[config.mk]
export PLATFORM = sky130hd
export DESIGN_NAME = weekly_relay_time_switch
export DESIGN_NICKNAME = d
export VERILOG_FILES = /design/src/rtl/core/wrts_pkg.sv /design/src/rtl/core/wrts_ctrl.sv /design/src/rtl/core/wrts_dpath.sv /design/src/rtl/core/weekly_relay_time_switch.sv
export SDC_FILE = /design/constraint.sdc
export NUM_CORES = 1
export LEC_CHECK = 0
export BUFFER_PORTS_ARGS = -buffer_cell sky130_fd_sc_hd__buf_2
export CAP_MARGIN = 20
export CORE_MARGIN = 1.5
export CORE_UTILIZATION = 25
export CTS_CLUSTER_DIAMETER = 100
export DETAILED_ROUTE_END_ITERATION = 8
export GPL_TIMING_DRIVEN = 0
export SYNTH_ARGS = -nofsm -noshare
export SYNTH_HDL_FRONTEND = slang
export SYNTH_SLANG_ARGS = --single-unit
[constraint.sdc]
create_clock -name clock -period 8.8 [get_ports clock]
set_input_delay 1.32 -clock clock [delete_from_list [all_inputs] [get_ports clock]]
set_output_delay 1.32 -clock clock [all_outputs]
set_load 0.02 [all_outputs]
[src/rtl/core/wrts_pkg.sv]
// ----------------------------------------------------------------------------
// wrts_pkg
// Shared types, constants and helpers for the weekly relay time switch.
// ----------------------------------------------------------------------------
package wrts_pkg;

   localparam int RELAY_COUNT  = 4;
   localparam int DAYS         = 7;
   localparam int DAY_SHIFT    = 6;
   localparam int MIN_PER_HOUR = 60;

   localparam int IDX_W    = 3;
   localparam int DAY_W    = 3;
   localparam int HOUR_W   = 5;
   localparam int MINUTE_W = 6;
   localparam int OUT_W    = 4;

   // minutes of day, up to 31 * 60 + 63
   localparam int MOD_W       = 11;
   localparam int ENTRY_W     = 1 + 2 * MOD_W;
   localparam int TABLE_DEPTH = RELAY_COUNT * DAYS;
   localparam int ADDR_W      = (TABLE_DEPTH > 1) ? $clog2(TABLE_DEPTH) : 1;
   localparam int RIDX_W      = (RELAY_COUNT > 1) ? $clog2(RELAY_COUNT) : 1;

   typedef enum logic [1:0] {
      REQ_TICK       = 2'd0,
      REQ_OVR_SET    = 2'd1,
      REQ_OVR_CANCEL = 2'd2,
      REQ_SCHED_WR   = 2'd3
   } req_code_type;

   typedef enum logic [4:0] {
      ST_IDLE = 5'b00001,
      ST_EXEC = 5'b00010,
      ST_READ = 5'b00100,
      ST_EVAL = 5'b01000,
      ST_RESP = 5'b10000
   } wrts_state_type;

   typedef struct packed {
      logic              load;
      logic              exec;
      logic              rd;
      logic              eval;
      logic [RIDX_W-1:0] relay;
   } wrts_cmd_type;

   typedef struct packed {
      logic run_tick;
   } wrts_stat_type;

   function automatic logic [RELAY_COUNT-1:0] relay_mask(input logic [IDX_W-1:0] idx);
      logic [RELAY_COUNT-1:0] m;
      m = '0;
      for (int i = 0; i < RELAY_COUNT; i++) begin
         m[i] = (idx == IDX_W'(i));
      end
      return m;
   endfunction

   function automatic logic [OUT_W-1:0] out_bits(input logic [RELAY_COUNT-1:0] v);
      logic [OUT_W-1:0] r;
      r = '0;
      for (int i = 0; i < OUT_W && i < RELAY_COUNT; i++) begin
         r[i] = v[i];
      end
      return r;
   endfunction

endpackage

[src/rtl/core/wrts_ctrl.sv]
// ----------------------------------------------------------------------------
// wrts_ctrl
// Request sequencer: decodes, walks the relays on a synced tick, responds.
// ----------------------------------------------------------------------------
module wrts_ctrl (
   input  logic                   clock,
   input  logic                   reset,
   input  logic                   start,
   output logic                   busy,
   output logic                   rsp_valid,
   input  wrts_pkg::wrts_stat_type stat,
   output wrts_pkg::wrts_cmd_type  cmd
);
   import wrts_pkg::*;

   wrts_state_type    state_ff, state_in;
   logic [RIDX_W-1:0] cnt_ff, cnt_in;

   always_ff @(posedge clock) begin
      if (reset) begin
         state_ff <= ST_IDLE;
         cnt_ff   <= '0;
      end else begin
         state_ff <= state_in;
         cnt_ff   <= cnt_in;
      end
   end

   always_comb begin
      state_in  = state_ff;
      cnt_in    = cnt_ff;
      cmd       = '0;
      cmd.relay = cnt_ff;
      case (state_ff)
         ST_IDLE: begin
            if (start) begin
               cmd.load = 1'b1;
               state_in = ST_EXEC;
            end
         end
         ST_EXEC: begin
            cmd.exec = 1'b1;
            cnt_in   = '0;
            state_in = stat.run_tick ? ST_READ : ST_RESP;
         end
         ST_READ: begin
            cmd.rd   = 1'b1;
            state_in = ST_EVAL;
         end
         ST_EVAL: begin
            cmd.eval = 1'b1;
            if (cnt_ff == RIDX_W'(RELAY_COUNT - 1)) begin
               state_in = ST_RESP;
            end else begin
               cnt_in   = cnt_ff + 1'b1;
               state_in = ST_READ;
            end
         end
         ST_RESP: begin
            state_in = ST_IDLE;
         end
         default: begin
            state_in = ST_IDLE;
         end
      endcase
   end

   assign busy      = (state_ff != ST_IDLE);
   assign rsp_valid = (state_ff == ST_RESP);

endmodule

[src/rtl/core/wrts_dpath.sv]
// ----------------------------------------------------------------------------
// wrts_dpath
// Schedule table, relay and override state, window evaluation.
// ----------------------------------------------------------------------------
module wrts_dpath (
   input  logic                             clock,
   input  logic                             reset,
   input  logic [1:0]                       req_type,
   input  logic [wrts_pkg::IDX_W-1:0]       req_relay_sel,
   input  logic                             req_turn_on,
   input  logic                             req_time_valid,
   input  logic [wrts_pkg::DAY_W-1:0]       req_weekday,
   input  logic [wrts_pkg::HOUR_W-1:0]      req_hour,
   input  logic [wrts_pkg::MINUTE_W-1:0]    req_minute,
   input  logic                             req_sched_enable,
   input  logic [wrts_pkg::HOUR_W-1:0]      req_off_hr,
   input  logic [wrts_pkg::MINUTE_W-1:0]    req_off_minute,
   input  wrts_pkg::wrts_cmd_type           cmd,
   output wrts_pkg::wrts_stat_type          stat,
   output logic [wrts_pkg::OUT_W-1:0]       rsp_relay_levels,
   output logic [wrts_pkg::OUT_W-1:0]       rsp_override_marks,
   output logic                             rsp_broadcast
);
   import wrts_pkg::*;

   // latched request
   req_code_type        type_ff;
   logic [IDX_W-1:0]    idx_ff;
   logic                lvl_ff;
   logic                tvalid_ff;
   logic [DAY_W-1:0]    wday_ff;
   logic [HOUR_W-1:0]   hour_ff;
   logic [MINUTE_W-1:0] minute_ff;
   logic                en_ff;
   logic [HOUR_W-1:0]   ohour_ff;
   logic [MINUTE_W-1:0] ominute_ff;

   // tick context
   logic [MOD_W-1:0] now_ff, now_in;
   logic [DAY_W-1:0] day_ff, day_in;

   logic [RELAY_COUNT-1:0] relay_ff, relay_in;
   logic [RELAY_COUNT-1:0] ovr_ff, ovr_in;
   logic [RELAY_COUNT-1:0] base_ff, base_in;
   logic [RELAY_COUNT-1:0] capt_ff, capt_in;
   logic                   bc_ff, bc_in;

   logic [ENTRY_W-1:0]     tbl_mem [TABLE_DEPTH];
   logic [TABLE_DEPTH-1:0] tbl_vld_ff;
   logic [ENTRY_W-1:0]     rd_data_ff;
   logic                   rd_vld_ff;

   logic                   in_range;
   logic [RELAY_COUNT-1:0] req_mask;
   logic [RELAY_COUNT-1:0] eval_mask;
   logic                   wr_en;
   logic [ADDR_W-1:0]      wr_addr;
   logic [ADDR_W-1:0]      rd_addr;
   logic [ENTRY_W-1:0]     wr_data;
   logic [DAY_W:0]         day_sum;
   logic [ENTRY_W-1:0]     entry;
   logic [MOD_W-1:0]       on_mod;
   logic [MOD_W-1:0]       off_mod;
   logic                   sched;
   logic                   cur;
   logic                   nxt;

   always_ff @(posedge clock) begin
      if (cmd.load) begin
         type_ff    <= req_code_type'(req_type);
         idx_ff     <= req_relay_sel;
         lvl_ff     <= req_turn_on;
         tvalid_ff  <= req_time_valid;
         wday_ff    <= req_weekday;
         hour_ff    <= req_hour;
         minute_ff  <= req_minute;
         en_ff      <= req_sched_enable;
         ohour_ff   <= req_off_hr;
         ominute_ff <= req_off_minute;
      end
      now_ff <= now_in;
      day_ff <= day_in;
   end

   assign stat.run_tick = (type_ff == REQ_TICK) && tvalid_ff;

   assign in_range  = ({1'b0, idx_ff} < (IDX_W + 1)'(RELAY_COUNT));
   assign req_mask  = relay_mask(idx_ff);
   assign eval_mask = relay_mask(IDX_W'(cmd.relay));

   // table holds minutes of day, so a read needs no multiply
   assign wr_en   = cmd.exec && (type_ff == REQ_SCHED_WR) && in_range
                    && (wday_ff < DAY_W'(DAYS));
   assign wr_addr = ADDR_W'(idx_ff) * ADDR_W'(DAYS) + ADDR_W'(wday_ff);
   assign wr_data = {en_ff,
                     MOD_W'(hour_ff) * MOD_W'(MIN_PER_HOUR) + MOD_W'(minute_ff),
                     MOD_W'(ohour_ff) * MOD_W'(MIN_PER_HOUR) + MOD_W'(ominute_ff)};
   assign rd_addr = ADDR_W'(cmd.relay) * ADDR_W'(DAYS) + ADDR_W'(day_ff);

   always_ff @(posedge clock) begin
      if (wr_en) begin
         tbl_mem[wr_addr] <= wr_data;
      end
      if (cmd.rd) begin
         rd_data_ff <= tbl_mem[rd_addr];
      end
   end

   always_ff @(posedge clock) begin
      if (reset) begin
         tbl_vld_ff <= '0;
         rd_vld_ff  <= 1'b0;
      end else begin
         if (wr_en) begin
            tbl_vld_ff[wr_addr] <= 1'b1;
         end
         if (cmd.rd) begin
            rd_vld_ff <= tbl_vld_ff[rd_addr];
         end
      end
   end

   // never written entries read as disabled windows
   assign entry   = rd_vld_ff ? rd_data_ff : '0;
   assign on_mod  = entry[2*MOD_W-1:MOD_W];
   assign off_mod = entry[MOD_W-1:0];
   always_comb begin
      if (!entry[ENTRY_W-1]) begin
         sched = 1'b0;
      end else if (on_mod < off_mod) begin
         sched = (now_ff >= on_mod) && (now_ff < off_mod);
      end else begin
         sched = (now_ff >= on_mod) || (now_ff < off_mod);
      end
   end

   // sunday-based weekday to monday-based table day
   assign day_sum = {1'b0, wday_ff} + (DAY_W + 1)'(DAY_SHIFT);

   always_comb begin
      relay_in = relay_ff;
      ovr_in   = ovr_ff;
      base_in  = base_ff;
      capt_in  = capt_ff;
      bc_in    = bc_ff;
      now_in   = now_ff;
      day_in   = day_ff;
      cur      = |(relay_ff & eval_mask);
      nxt      = cur;
      if (cmd.exec) begin
         bc_in  = 1'b0;
         now_in = MOD_W'(hour_ff) * MOD_W'(MIN_PER_HOUR) + MOD_W'(minute_ff);
         day_in = (day_sum >= (DAY_W + 1)'(DAYS)) ? DAY_W'(day_sum - (DAY_W + 1)'(DAYS))
                                                  : DAY_W'(day_sum);
         case (type_ff)
            REQ_OVR_SET: begin
               if (in_range) begin
                  ovr_in   = ovr_ff | req_mask;
                  capt_in  = capt_ff & ~req_mask;
                  relay_in = lvl_ff ? (relay_ff | req_mask) : (relay_ff & ~req_mask);
                  bc_in    = 1'b1;
               end
            end
            REQ_OVR_CANCEL: begin
               if (in_range) begin
                  ovr_in = ovr_ff & ~req_mask;
                  bc_in  = 1'b1;
               end
            end
            default: begin
            end
         endcase
      end else if (cmd.eval) begin
         if (|(ovr_ff & eval_mask)) begin
            if (!(|(capt_ff & eval_mask))) begin
               base_in = sched ? (base_ff | eval_mask) : (base_ff & ~eval_mask);
               capt_in = capt_ff | eval_mask;
            end else if (sched != (|(base_ff & eval_mask))) begin
               ovr_in = ovr_ff & ~eval_mask;
               nxt    = sched;
            end
         end else begin
            nxt = sched;
         end
         relay_in = nxt ? (relay_ff | eval_mask) : (relay_ff & ~eval_mask);
         if (nxt != cur) begin
            bc_in = 1'b1;
         end
      end
   end

   always_ff @(posedge clock) begin
      if (reset) begin
         relay_ff <= '0;
         ovr_ff   <= '0;
         base_ff  <= '0;
         capt_ff  <= '0;
         bc_ff    <= 1'b0;
      end else begin
         relay_ff <= relay_in;
         ovr_ff   <= ovr_in;
         base_ff  <= base_in;
         capt_ff  <= capt_in;
         bc_ff    <= bc_in;
      end
   end

   assign rsp_relay_levels   = out_bits(relay_ff);
   assign rsp_override_marks = out_bits(ovr_ff);
   assign rsp_broadcast      = bc_ff;

endmodule

[src/rtl/core/weekly_relay_time_switch.sv]
// ----------------------------------------------------------------------------
// weekly_relay_time_switch
// Weekly programmable relay switch with manual override.
//
//   channel   direction  handshake             ports
//   request   in         start & !busy         req_*
//   response  out        rsp_valid, one cycle  rsp_*
//
// Override, schedule write and unsynced tick requests pass through EXEC and RESP
// back to idle; a synced tick also walks READ then EVAL for each relay in turn,
// set by the single table read port: each relay's window is read, then evaluated.
// The response is shown in the cycle before busy falls; the receiver cannot stall.
// Synchronous reset clears relay and override state and marks the table empty.
// ----------------------------------------------------------------------------
module weekly_relay_time_switch (
   input  logic                          clock,
   input  logic                          reset,
   input  logic                          start,
   output logic                          busy,
   input  logic [1:0]                    req_type,
   input  logic [wrts_pkg::IDX_W-1:0]    req_relay_sel,
   input  logic                          req_turn_on,
   input  logic                          req_time_valid,
   input  logic [wrts_pkg::DAY_W-1:0]    req_weekday,
   input  logic [wrts_pkg::HOUR_W-1:0]   req_hour,
   input  logic [wrts_pkg::MINUTE_W-1:0] req_minute,
   input  logic                          req_sched_enable,
   input  logic [wrts_pkg::HOUR_W-1:0]   req_off_hr,
   input  logic [wrts_pkg::MINUTE_W-1:0] req_off_minute,
   output logic                          rsp_valid,
   output logic [wrts_pkg::OUT_W-1:0]    rsp_relay_levels,
   output logic [wrts_pkg::OUT_W-1:0]    rsp_override_marks,
   output logic                          rsp_broadcast
);
   import wrts_pkg::*;

   wrts_cmd_type  cmd;
   wrts_stat_type stat;

   wrts_ctrl u_ctrl (
      .clock     (clock),
      .reset     (reset),
      .start     (start),
      .busy      (busy),
      .rsp_valid (rsp_valid),
      .stat      (stat),
      .cmd       (cmd)
   );

   wrts_dpath u_dpath (
      .clock              (clock),
      .reset              (reset),
      .req_type           (req_type),
      .req_relay_sel      (req_relay_sel),
      .req_turn_on        (req_turn_on),
      .req_time_valid     (req_time_valid),
      .req_weekday        (req_weekday),
      .req_hour           (req_hour),
      .req_minute         (req_minute),
      .req_sched_enable   (req_sched_enable),
      .req_off_hr         (req_off_hr),
      .req_off_minute     (req_off_minute),
      .cmd                (cmd),
      .stat               (stat),
      .rsp_relay_levels   (rsp_relay_levels),
      .rsp_override_marks (rsp_override_marks),
      .rsp_broadcast      (rsp_broadcast)
   );

endmodule

==> results of run 1 <==
==> cell usage after synthesis (all sizes together) (23+ instances only) <==
| cell | number | area, um2 |
|---|---|---|
| a21oi | 40 | 204 |
| buf | 37 | 193 |
| clkbuf | 34 | 128 |
| dfxtp | 53 | 1060 |
| edfxtp | 714 | 21400 |
| fa | 23 | 460 |
| ha | 90 | 1130 |
| inv | 60 | 225 |
| mux2i | 26 | 260 |
| mux4 | 192 | 4320 |
| nand2 | 98 | 368 |
| nor2 | 84 | 323 |
| o21a | 23 | 173 |
| o21ai | 59 | 295 |
==> registers in the layout (all words and copies together) (netlist names), named ones only <==
signal                 cells
u_dpath.rd_vld_ff          1
u_ctrl.state_ff            5
u_dpath.type_ff            2
u_dpath.day_ff             3
u_ctrl.cnt_ff              2
u_dpath.en_ff              1
u_dpath.ominute_ff         6
u_dpath.rsp_broadcast      1
u_dpath.minute_ff          6
u_dpath.now_ff            11
u_dpath.tvalid_ff          1
u_dpath.wday_ff            3
u_dpath.ohour_ff           5
u_dpath.rd_data_ff        23
u_dpath.tbl_vld_ff        28
u_dpath.hour_ff            5
u_dpath.capt_ff            4
u_dpath.tbl_mem          644
u_dpath.idx_ff             3
u_dpath.lvl_ff             1
==> power by group through the flow <==
stage / logic, W / registers [W] / clock network (W)
floorplan: 0.000641 / 0.00474 / 0
global placement: 0.000995 / 0.00478 / 0
detailed placement: 0.00134 / 0.00473 / 0
CTS: 0.00135 / 0.00466 / 0.00329
global route: 0.00150 / 0.00465 / 0.00343
finish: 0.00136 / 0.00465 / 0.00322
==> placed cells by master, fill, tap and decap left out, drive strengths merged, types with 26 or more instances in the layout <==
cell type    n
nor2        84
inv         63
nand2       98
dfxtp       53
clkbuf     128
mux4       192
a21oi       40
clkinv      33
edfxtp     714
o21ai       59
mux2i       26
buf        124
ha          90
==> routing by layer <==
metal  global-route usage [%]  vias to the layer above
met5                        0                        -
met2                     19.6                      596
met1                     16.1                     8636
met3                     2.19                      109
met4                     3.07                        2
li1                         -                     7071
==> layout make-up <==
type / instances / area, um2 / share of cell area (%)
Timing Repair Buffer: 87 / 972 / 2.59
Inverter: 60 / 225 / 0.599
Buffer: 71 / 320 / 0.852
Clock buffer: 94 / 2080 / 5.52
Tap cell: 1650 / 2060 / 5.49
Multi-Input combinational cell: 787 / 9040 / 24.1
Sequential cell: 767 / 22500 / 59.9
Clock inverter: 47 / 384 / 1.02
==> cell families (layout without fill, tap and decap cells) <==
family | count (synthesis) | count (layout)
DFF | 767 | 767
and+or+nand+nor | 229 | 229
muxes | 219 | 219
AOI/OAI and AO/OA | 193 | 193
buffers and inverters | 131 | 359
adders and majority gates | 113 | 113
xor gates and xnor gates | 33 | 33
==> metrics by stage <==
stage / hold slack [ns] / power (W) / utilization (%) / area, um2
after floorplan: 0.435 / 0.00538 / - / 31800
after global placement: 0.441 / 0.00578 / 27.1 / 34100
after detailed placement: 0.453 / 0.00608 / 27.8 / 35100
after CTS: 0.466 / 0.00930 / 29.8 / 37500
after global routing: 0.478 / 0.00958 / 29.9 / 37600
final: 0.462 / 0.00922 / 29.9 / 37600
==> worst max-delay path by stage <==
stage                      startpoint                      to  slack (ns)  cells past startpoint
finish               u_ctrl.cnt_ff[0]   u_dpath.rd_data_ff[8]        4.04                     10
global route         u_ctrl.cnt_ff[0]   u_dpath.rd_data_ff[8]        3.88                     10
CTS                  u_ctrl.cnt_ff[0]   u_dpath.rd_data_ff[8]        4.04                     10
detailed placement   u_ctrl.cnt_ff[0]   u_dpath.rd_data_ff[8]        4.05                     10
global placement    u_dpath.idx_ff[0]  u_dpath.tbl_mem[14][8]        2.92                     10
floorplan           u_dpath.idx_ff[0]  u_dpath.tbl_mem[13][0]        4.45                     10
==> worst reg2reg max path, delay by kind of cell, from the launching register on <==
kind / cells / cell delay [ns]
AO/OA/AOI/OAI: 1 / 0.33
adder cells (fa/ha/maj): 3 / 1.24
buffers and inverters: 4 / 1.81
flip-flops: 1 / 0.41
multiplexers: 1 / 0.49
AND/OR/NAND/NOR: 1 / 0.09
==> reports/metrics.sh, run 1 <==
STATUS='completed'
CRITICAL_PATH.CELL_CHAIN='fa_1 -> ha_1 -> inv_1 -> fa_1 -> clkbuf_1 -> buf_1 -> clkbuf_1 -> mux4_2 -> nand2_1 -> o21ai_0'
DRIVE_ABOVE_1_SHARE_PCT=24.3
WORST_CLOCK_SKEW_NS=0.0220
TIMING.HOLD.WORST.START='u_dpath.tbl_vld_ff[26]'
GRT-OVFL-TOTAL=0
ASYNC_FLOP_SHARE_PCT=0
HPWL_UM=50700
GRT_PASS1_VIAS=17200
GRT_ANTENNA_BEFORE_REPAIR=1
POST_CTS.RESIZED_INSTANCES=0
POWER.SEQUENTIAL.FRACTION_PCT=50.4
DRV_SLEW=0
SYNTH_ADDER_AREA_SHARE_PCT=4.99
NUMBER_OF_BUFFERS_INSERTED_DURING_CLOCK_TREE_SYNTHESIS=79
SYNTH.YOSYS.SEQ_AREA_SHARE_PCT=70.8
AREA_FRACTION_IN_COMPOUND_GATES_AFTER_SYNTHESIS_PCT=3.96
ROUTE.LAYER.MET1.WL_UM=33300
HP-CLASS='register to register'
CRIT_PATH_MAX_INCR_DELAY_NS=0.75
N_ANTENNA_CELL=0
VDD_DROP_MAX_V=0.000188
CELLLEAKAGEPOWER_nW=12.4
GRT_MAX_DEGREE=30
FINAL-HOLD-VIOLATION-COUNT=0
DP_WORST_SETUP_SLACK_NS=4.05
SETUP-VIOLATIONS-FINAL=0
DR.PASS1.ITERS=5
LAYOUTNONFILLERINSTCOUNT=3563
POSTROUTEANTENNANETS=0
XOR_XNOR_SHARE_OF_THE_SYNTHESIZED_AREA_PCT=0.910
COMB_POWER_SHARE_PCT=14.7
NUMPORTBUFFERS=46
SYNTH_TOP_FAMILY_BY_AREA='multiplexers'
LAYOUT_WORST_PATH_CYCLE_SHARE_PCT=54.1
TRITONCTS='yes'
PLACE.DETAILED.INSTANCES=3418
SYNTHESIS.YOSYS.WARNINGS=0
WL_UM=77100
ARRIVAL_TIME_REPORTED_FOR_THE_CRITICAL_PATH_ENDPOINT_NS=5.00
P_PER_AREA_nW_PER_UM2=245
R2R_SLACK_NS=4.04
WORST_HOLD_ENDPOINT='u_dpath.tbl_vld_ff[26]'
MET3_WIRELENGTH_UM=4980
WORST_SETUP_END_KIND='register'
DETAIL_ROUTE.ITER0.VIOLATIONS=1777
AREA_GROWTH_PCT=18.3
MET2ROUTEDLENGTH_UM=37200
SWITCHING_POWER_W=0.00235
CTS.HTREE.LEVELS=3
WL_PER_CELL_UM=21.6
SYNTH_MUX_AREA_SHARE_PCT=14.5
FINALWEIGHTEDCONGESTION=0.821
GRT_FIRST_PASS_WIRELENGTH_UM=114000
CTS-ROOT-BUF='sky130_fd_sc_hd__clkbuf_16'
SYN_AVG_CELL_AREA_UM2=18.9
CLOCK_PATH_BUFFERS=3
TIMING.CRITICAL_PATH.REQUIRED_NS=9.04
FIN_NETS=2002
CORE_BOX_AREA_UM2=126000
SYN_AREA_UM2=31800
DETAIL_ROUTE.DRC_VIOLATIONS=0
DIE_FOOTPRINT_UM2=129000
SYNTHESIS_STAGE_REGISTER_BIT_COUNT=767
PATH_DEPTH_OF_THE_WORST_REG2REG_PATH=10
MIN_PATH_CELLS=1
SYNTH_EDF_COUNT=714
SETUP_REPAIR_AFTER_GLOBAL_ROUTING_MISSED_ITS_MARGIN='no'
WORSTREG2REGSTART='u_ctrl.cnt_ff[0]'
TIMING.CRITICAL_PATH.MAX_DELAY_FAMILY='buffers and inverters'
MAX_CLOCK_FREQ_MHz=210
GLOBALROUTETOTALUTIL_PCT=11.9
CTS_SETUP_BUFFERS=0
NUM_ROWS=130
SETUP_TNS_FINAL_NS=0
DIE_H_UM=359
SWITCHING_SHARE_PCT=25.5
FINAL.FILL_COUNT=12200
CPMAXSTAGEDELAYCELL='sky130_fd_sc_hd__buf_1'
FLOORPLAN.INITIALDENSITY_PCT=25.2
MAX_CAP_VIOL_COUNT=0
VIAS_PER_CELL=4.61
FINALWORSTPATHREQUIREDPERIOD_NS=4.76
DETAILROUTE.VIA_COUNT=16400
RELATIVE_CONTRIBUTION_OF_THE_CLOCK_NETWORK_TO_TOTAL_POWER_PCT=34.9
TOPROUTINGLAYERUSED='met5'
CLKLATENCYLATEPIN_NS=0.63
SYNTHESIS.NETS=1834
TIMING.SLEW.HEADROOM_PCT=26.1
SYNTH_TOP_FLOP_CELL='sky130_fd_sc_hd__edfxtp_1'
SYNTH.LIB_CELLS_USED.DISTINCT=53
TIGHTEST_SLEW_NS=1.11
WORST_SETUP_HOLD_PATH_CLK_SLEW_NS=0.06
TIMING_WORST_SETUP_PATH_TYPE='register to register'
CRITPATHBUFINV=4
CRITPATHMAXFANOUT=10
WORSTREG2REGEND='u_dpath.rd_data_ff[8]'
P_INT_W=0.00687
DIE_X_UM=359
POST_SYNTHESIS_INSTANCE_TOTAL=1685
IOS=47
HOLDBUFCOUNTCTS=0
WORST_SLACK_NS=4.04
TRITONCTS_NUM_SINKS=767
SYNTH_SIMPLE_GATE_AREA_SHARE_PCT=3.11
KIND_OF_START_POINT_OF_THE_CRITICAL_PATH='register'
Note: power is estimated with default switching activity, not from simulation.
==> inputs of run 2 (changes only) <==
--- a/config.mk
+++ b/config.mk
@@ -5,6 +5,7 @@
 export SDC_FILE = /design/constraint.sdc
 export NUM_CORES = 1
 export LEC_CHECK = 0
+export ABC_AREA = 1
 export BUFFER_PORTS_ARGS = -buffer_cell sky130_fd_sc_hd__buf_2
 export CAP_MARGIN = 20
 export CORE_MARGIN = 1.5
==> constraint.sdc (replaced) <==
create_clock -name clock -period 4.2 [get_ports clock]
set_input_delay 0.63 -clock clock [delete_from_list [all_inputs] [get_ports clock]]
set_output_delay 0.63 -clock clock [all_outputs]
set_load 0.02 [all_outputs]
==> run 2 against run 1 <==
Net effect:
- global-route usage grew 3.2 points
- core utilization grew 0.58 points
- sequential power grew 110%
- synthesized cell count grew 55%
- count of clock-buffer cells in the layout shrank 1
- maximum frequency grew 14%
- final cell count grew 29%
- register-to-register slack lost 4.0 ns
- highest routed layer unchanged
==> reports/metrics.sh, run 2 <==
REGISTERS.TOP_BY_FF_COUNT='u_dpath.tbl_mem'  # unchanged
WL_UM=102000  # was 77,100 um
GROUTE.LAYER.MET2.USAGE_PCT=24.7  # was 19.6%
P_PER_AREA_nW_PER_UM2=524  # was 245 nW/um2
GRT_PASS1_VIAS=21600  # was 17,200
GLOBALROUTETOTALUTIL_PCT=15.1  # was 11.9%
SYN_AREA_UM2=32400  # was 31,800 um2
WORST_CLOCK_SKEW_NS=0.0333  # was 0.0220 ns
DRV_SLEW=0  # unchanged
YOSYSTOPAREACELLSHARE_PCT=66.2  # was 67.5%
HOLDBUFCOUNTCTS=0  # unchanged
NUMBER_OF_BUFFERS_INSERTED_DURING_CLOCK_TREE_SYNTHESIS=78  # was 79
DETAIL_ROUTE.DRC_VIOLATIONS=0  # unchanged
SYN_AVG_CELL_AREA_UM2=12.4  # was 18.9 um2
SETUP-VIOLATIONS-FINAL=0  # unchanged
LARGEST_REGISTER_FF_COUNT=644  # unchanged
GRT_USE_MET1_PCT=19.1  # was 16.1%
HOLD_WS_NS=0.162  # was 0.462 ns
FINAL.FILL_COUNT=12800  # was 12,200
DP_WORST_SETUP_SLACK_NS=-0.432  # was 4.05 ns
SETUP_TNS_FINAL_NS=0  # unchanged
SYNTH.LIB_CELLS_USED.DISTINCT=49  # was 53
SYNTH_EDF_COUNT=714  # unchanged
POST_SYNTHESIS_INSTANCE_TOTAL=2610  # was 1,685
CLKLATENCYLATEPIN_NS=0.66  # was 0.63 ns
DETAILROUTE.VIA_COUNT=22500  # was 16,400
FINAL_COMMON_CELL='sky130_fd_sc_hd__edfxtp_1'  # unchanged
POWER.SEQUENTIAL.FRACTION_PCT=47.8  # was 50.4%
CTS-ROOT-BUF='sky130_fd_sc_hd__clkbuf_16'  # unchanged
GRT-OVFL-TOTAL=0  # unchanged
POST_SYNTH_MAIN_AREA_CONTRIBUTORS='sky130_fd_sc_hd__edfxtp_1, sky130_fd_sc_hd__o21ai_0, sky130_fd_sc_hd__nor2_1'  # was sky130_fd_sc_hd__edfxtp_1, sky130_fd_sc_hd__mux4_2, sky130_fd_sc_hd__ha_1
DIE_FOOTPRINT_UM2=132000  # was 129,000 um2
REGISTER_AREA_UM2=22500  # unchanged
FINALWORSTPATHREQUIREDPERIOD_NS=4.16  # was 4.76 ns
FLOORPLAN.INITIALDENSITY_PCT=25.3  # was 25.2%
GRT_FIRST_PASS_WIRELENGTH_UM=147000  # was 114,000 um
FINALWEIGHTEDCONGESTION=0.888  # was 0.821
MOSTFREQUENTLAYOUTCELLS='sky130_fd_sc_hd__edfxtp_1, sky130_fd_sc_hd__nor2_1, sky130_fd_sc_hd__o21ai_0'  # was sky130_fd_sc_hd__edfxtp_1, sky130_fd_sc_hd__mux4_2, sky130_fd_sc_hd__nand2_1
COMB_POWER_SHARE_PCT=17.2  # was 14.7%
STATUS='completed'  # unchanged
WL_PER_CELL_UM=22.2  # was 21.6 um
GRT.MET3_USAGE_PCT=2.96  # was 2.19%
TRITONCTS_NUM_SINKS=767  # unchanged
HPWL_UM=70400  # was 50,700 um
STDCELL_AREA_UM2=39000  # was 37,600 um2
SWITCHING_SHARE_PCT=27.5  # was 25.5%
POSTROUTEANTENNANETS=0  # unchanged
CRITPATHMAXFANOUT=10  # unchanged
DR.PASS1.ITERS=6  # was 5
SYNTH.YOSYS.SEQ_AREA_SHARE_PCT=69.5  # was 70.8%
SYNTHESIS_STAGE_REGISTER_BIT_COUNT=767  # unchanged
CORE_BOX_AREA_UM2=128000  # was 126,000 um2
VIAS_PER_CELL=4.89  # was 4.61
TIMING_WORST_SETUP_PATH_TYPE='register to register'  # unchanged
TRITONCTS='yes'  # unchanged
VDD_DROP_MAX_V=0.000371  # was 0.000188 V
SYNTH_MOST_COMMON_CELL='sky130_fd_sc_hd__edfxtp_1'  # unchanged
CELLLEAKAGEPOWER_nW=13.1  # was 12.4 nW
CTS.HTREE.LEVELS=3  # unchanged
GRT_MAX_DEGREE=30  # unchanged
CLOCK_PATH_BUFFERS=3  # unchanged
HP-CLASS='primary input to register'  # was register to register
SYNTH_TOP_FLOP_CELL='sky130_fd_sc_hd__edfxtp_1'  # unchanged
PLACE.DETAILED.INSTANCES=4434  # was 3,418
SWITCHING_POWER_W=0.00560  # was 0.00235 W
FIN_NETS=2946  # was 2,002
LAYOUT_WORST_PATH_CYCLE_SHARE_PCT=99.0  # was 54.1%
WORST_SLACK_NS=0.0405  # was 4.04 ns
TIMING.CRITICAL_PATH.REQUIRED_NS=4.58  # was 9.04 ns
FINAL-HOLD-VIOLATION-COUNT=0  # unchanged
KIND_OF_START_POINT_OF_THE_CRITICAL_PATH='register'  # unchanged
DIE_H_UM=363  # was 359 um
SYNTHTOPCELLSBYCOUNT='sky130_fd_sc_hd__edfxtp_1, sky130_fd_sc_hd__nor2_1, sky130_fd_sc_hd__o21ai_0'  # was sky130_fd_sc_hd__edfxtp_1, sky130_fd_sc_hd__mux4_2, sky130_fd_sc_hd__nand2_1
RELATIVE_CONTRIBUTION_OF_THE_CLOCK_NETWORK_TO_TOTAL_POWER_PCT=35.0  # was 34.9%
BUSIEST_LAYER='met2'  # unchanged
ARRIVAL_TIME_REPORTED_FOR_THE_CRITICAL_PATH_ENDPOINT_NS=4.54  # was 5.00 ns
REG.LARGEST.LIST='u_dpath.tbl_mem (644), u_dpath.tbl_vld_ff (28), u_dpath.rd_data_ff (23)'  # unchanged
DRIVE_ABOVE_1_SHARE_PCT=12.4  # was 24.3%
NUMPORTBUFFERS=45  # was 46
MAX_CLOCK_FREQ_MHz=240  # was 210 MHz
WORST_SETUP_END_KIND='register'  # unchanged
TIGHTEST_SLEW_NS=1.11  # about the same
ASYNC_FLOP_SHARE_PCT=0  # unchanged
P_INT_W=0.0148  # was 0.00687 W
WORST_SETUP_HOLD_PATH_CLK_SLEW_NS=0.06  # about the same
IOS=47  # unchanged
DIE_X_UM=363  # was 359 um
TIMING.SLEW.HEADROOM_PCT=26.3  # was 26.1%
NUM_ROWS=131  # was 130
DETAIL_ROUTE.ITER0.VIOLATIONS=2688  # was 1,777
SYNTHESIS.NETS=2759  # was 1,834
SYNTHESIS.YOSYS.WARNINGS=0  # unchanged
MAX_CAP_VIOL_COUNT=0  # unchanged
DPL_CELL_AREA_UM2=36100  # was 35,100 um2
LAYOUTNONFILLERINSTCOUNT=4591  # was 3,563
LIBRARY_CELL_WITH_THE_LARGEST_SUMMED_AREA_AFTER_SYNTHESIS='sky130_fd_sc_hd__edfxtp_1'  # unchanged
GRT_ANTENNA_BEFORE_REPAIR=5  # was 1
AREA_GROWTH_PCT=20.3  # was 18.3%
MULTI_INPUT_AREA_UM2=9210  # was 9040 um2
==> run 2: changes by cell type in the layout (fill, tap and decap cells not counted), sizes merged, moves of 46 or more <==
cell    change
o22ai     +103
nand3      +46
nor2      +377
a21oi      +46
nand2     +113
o21ai     +289
mux4      -192
inv        +81
clkbuf     +69
o221ai     +52
==> run 2: layout make-up <==
| cell class | instances | share of cell area [%] |
|---|---|---|
| Sequential cell | 767 | 57.8 |
| Multi-Input combinational cell | 1560 | 23.6 |
| Tap cell | 1729 | 5.55 |
| Clock buffer | 93 | 5.21 |
| Timing Repair Buffer | 107 | 3.43 |
| Buffer | 148 | 1.62 |
| Clock inverter | 51 | 1.48 |
| Inverter | 135 | 1.30 |
| Antenna cell | 1 | 0.00642 |
==> run 2: metrics by stage <==
stage	utilization [%]	power (W)
floorplan	-	0.0114
global placement	27.2	0.0126
detailed placement	28.2	0.0133
CTS	30.3	0.0204
global route	30.4	0.0209
finish	30.4	0.0204
==> run 2: path summary, 6_finish.rpt <==
path	to	start	depth (start not counted)	slack [ns]
max	u_dpath.rd_data_ff[11]	u_ctrl.cnt_ff[0]	12	0.04
min	u_dpath.type_ff[1]	req_type[1]	1	0.16
max reg2reg	u_dpath.rd_data_ff[11]	u_ctrl.cnt_ff[0]	12	0.04
min reg2reg	u_dpath.tbl_vld_ff[21]	u_dpath.tbl_vld_ff[21]	2	0.47
==> run 2: kinds of logic after synthesis <==
kind of cell | count (synthesis) | share of synthesized area [%]
buffers and inverters | 283 | 3.46
DFF | 767 | 69.5
adders and majority gates | 113 | 4.90
AOI/OAI and AO/OA | 670 | 12.2
xor gates and xnor gates | 29 | 0.807
and+or+nand+nor | 748 | 9.18
==> run 2: worst max-delay path, stage by stage, from the launching register on <==
cell and delay, ns:
sky130_fd_sc_hd__dfxtp_1 0.53, sky130_fd_sc_hd__fa_1 0.46, sky130_fd_sc_hd__ha_1 0.29, sky130_fd_sc_hd__buf_2 0.22, sky130_fd_sc_hd__inv_1 0.16, sky130_fd_sc_hd__buf_2 0.38, sky130_fd_sc_hd__clkbuf_1 0.51, sky130_fd_sc_hd__o21ai_0 0.18
sky130_fd_sc_hd__o22ai_1 0.32, sky130_fd_sc_hd__nand2_1 0.10, sky130_fd_sc_hd__nand3_1 0.25, sky130_fd_sc_hd__a31oi_1 0.08, sky130_fd_sc_hd__a31oi_1 0.39
==> run 2: power groups by stage <==
stage                     registers, W  logic, W  clock network (W)
after detailed placement       0.00993   0.00335                  0
after global placement          0.0101   0.00252                  0
after CTS                      0.00976   0.00338            0.00721
after global routing           0.00976   0.00371            0.00748
final                          0.00975   0.00351            0.00714
after floorplan                0.00995   0.00142                  0
==> run 2: repair_timing <==
| item | CTS | global route |
|---|---|---|
| setup endpoints to repair | 73 | 182 |
| pin swaps | 0 | 4 |
| gates cloned | 0 | 0 |
| buffers inserted | 4 | 6 |
| resized for setup | 11 | 26 |
==> run 2: routing by layer <==
metal / wire length (um) / vias up
met5: 24 / -
met4: 4850 / 4
met3: 10100 / 258
met2: 47900 / 1185
met1: 39100 / 11100
li1: - / 9912
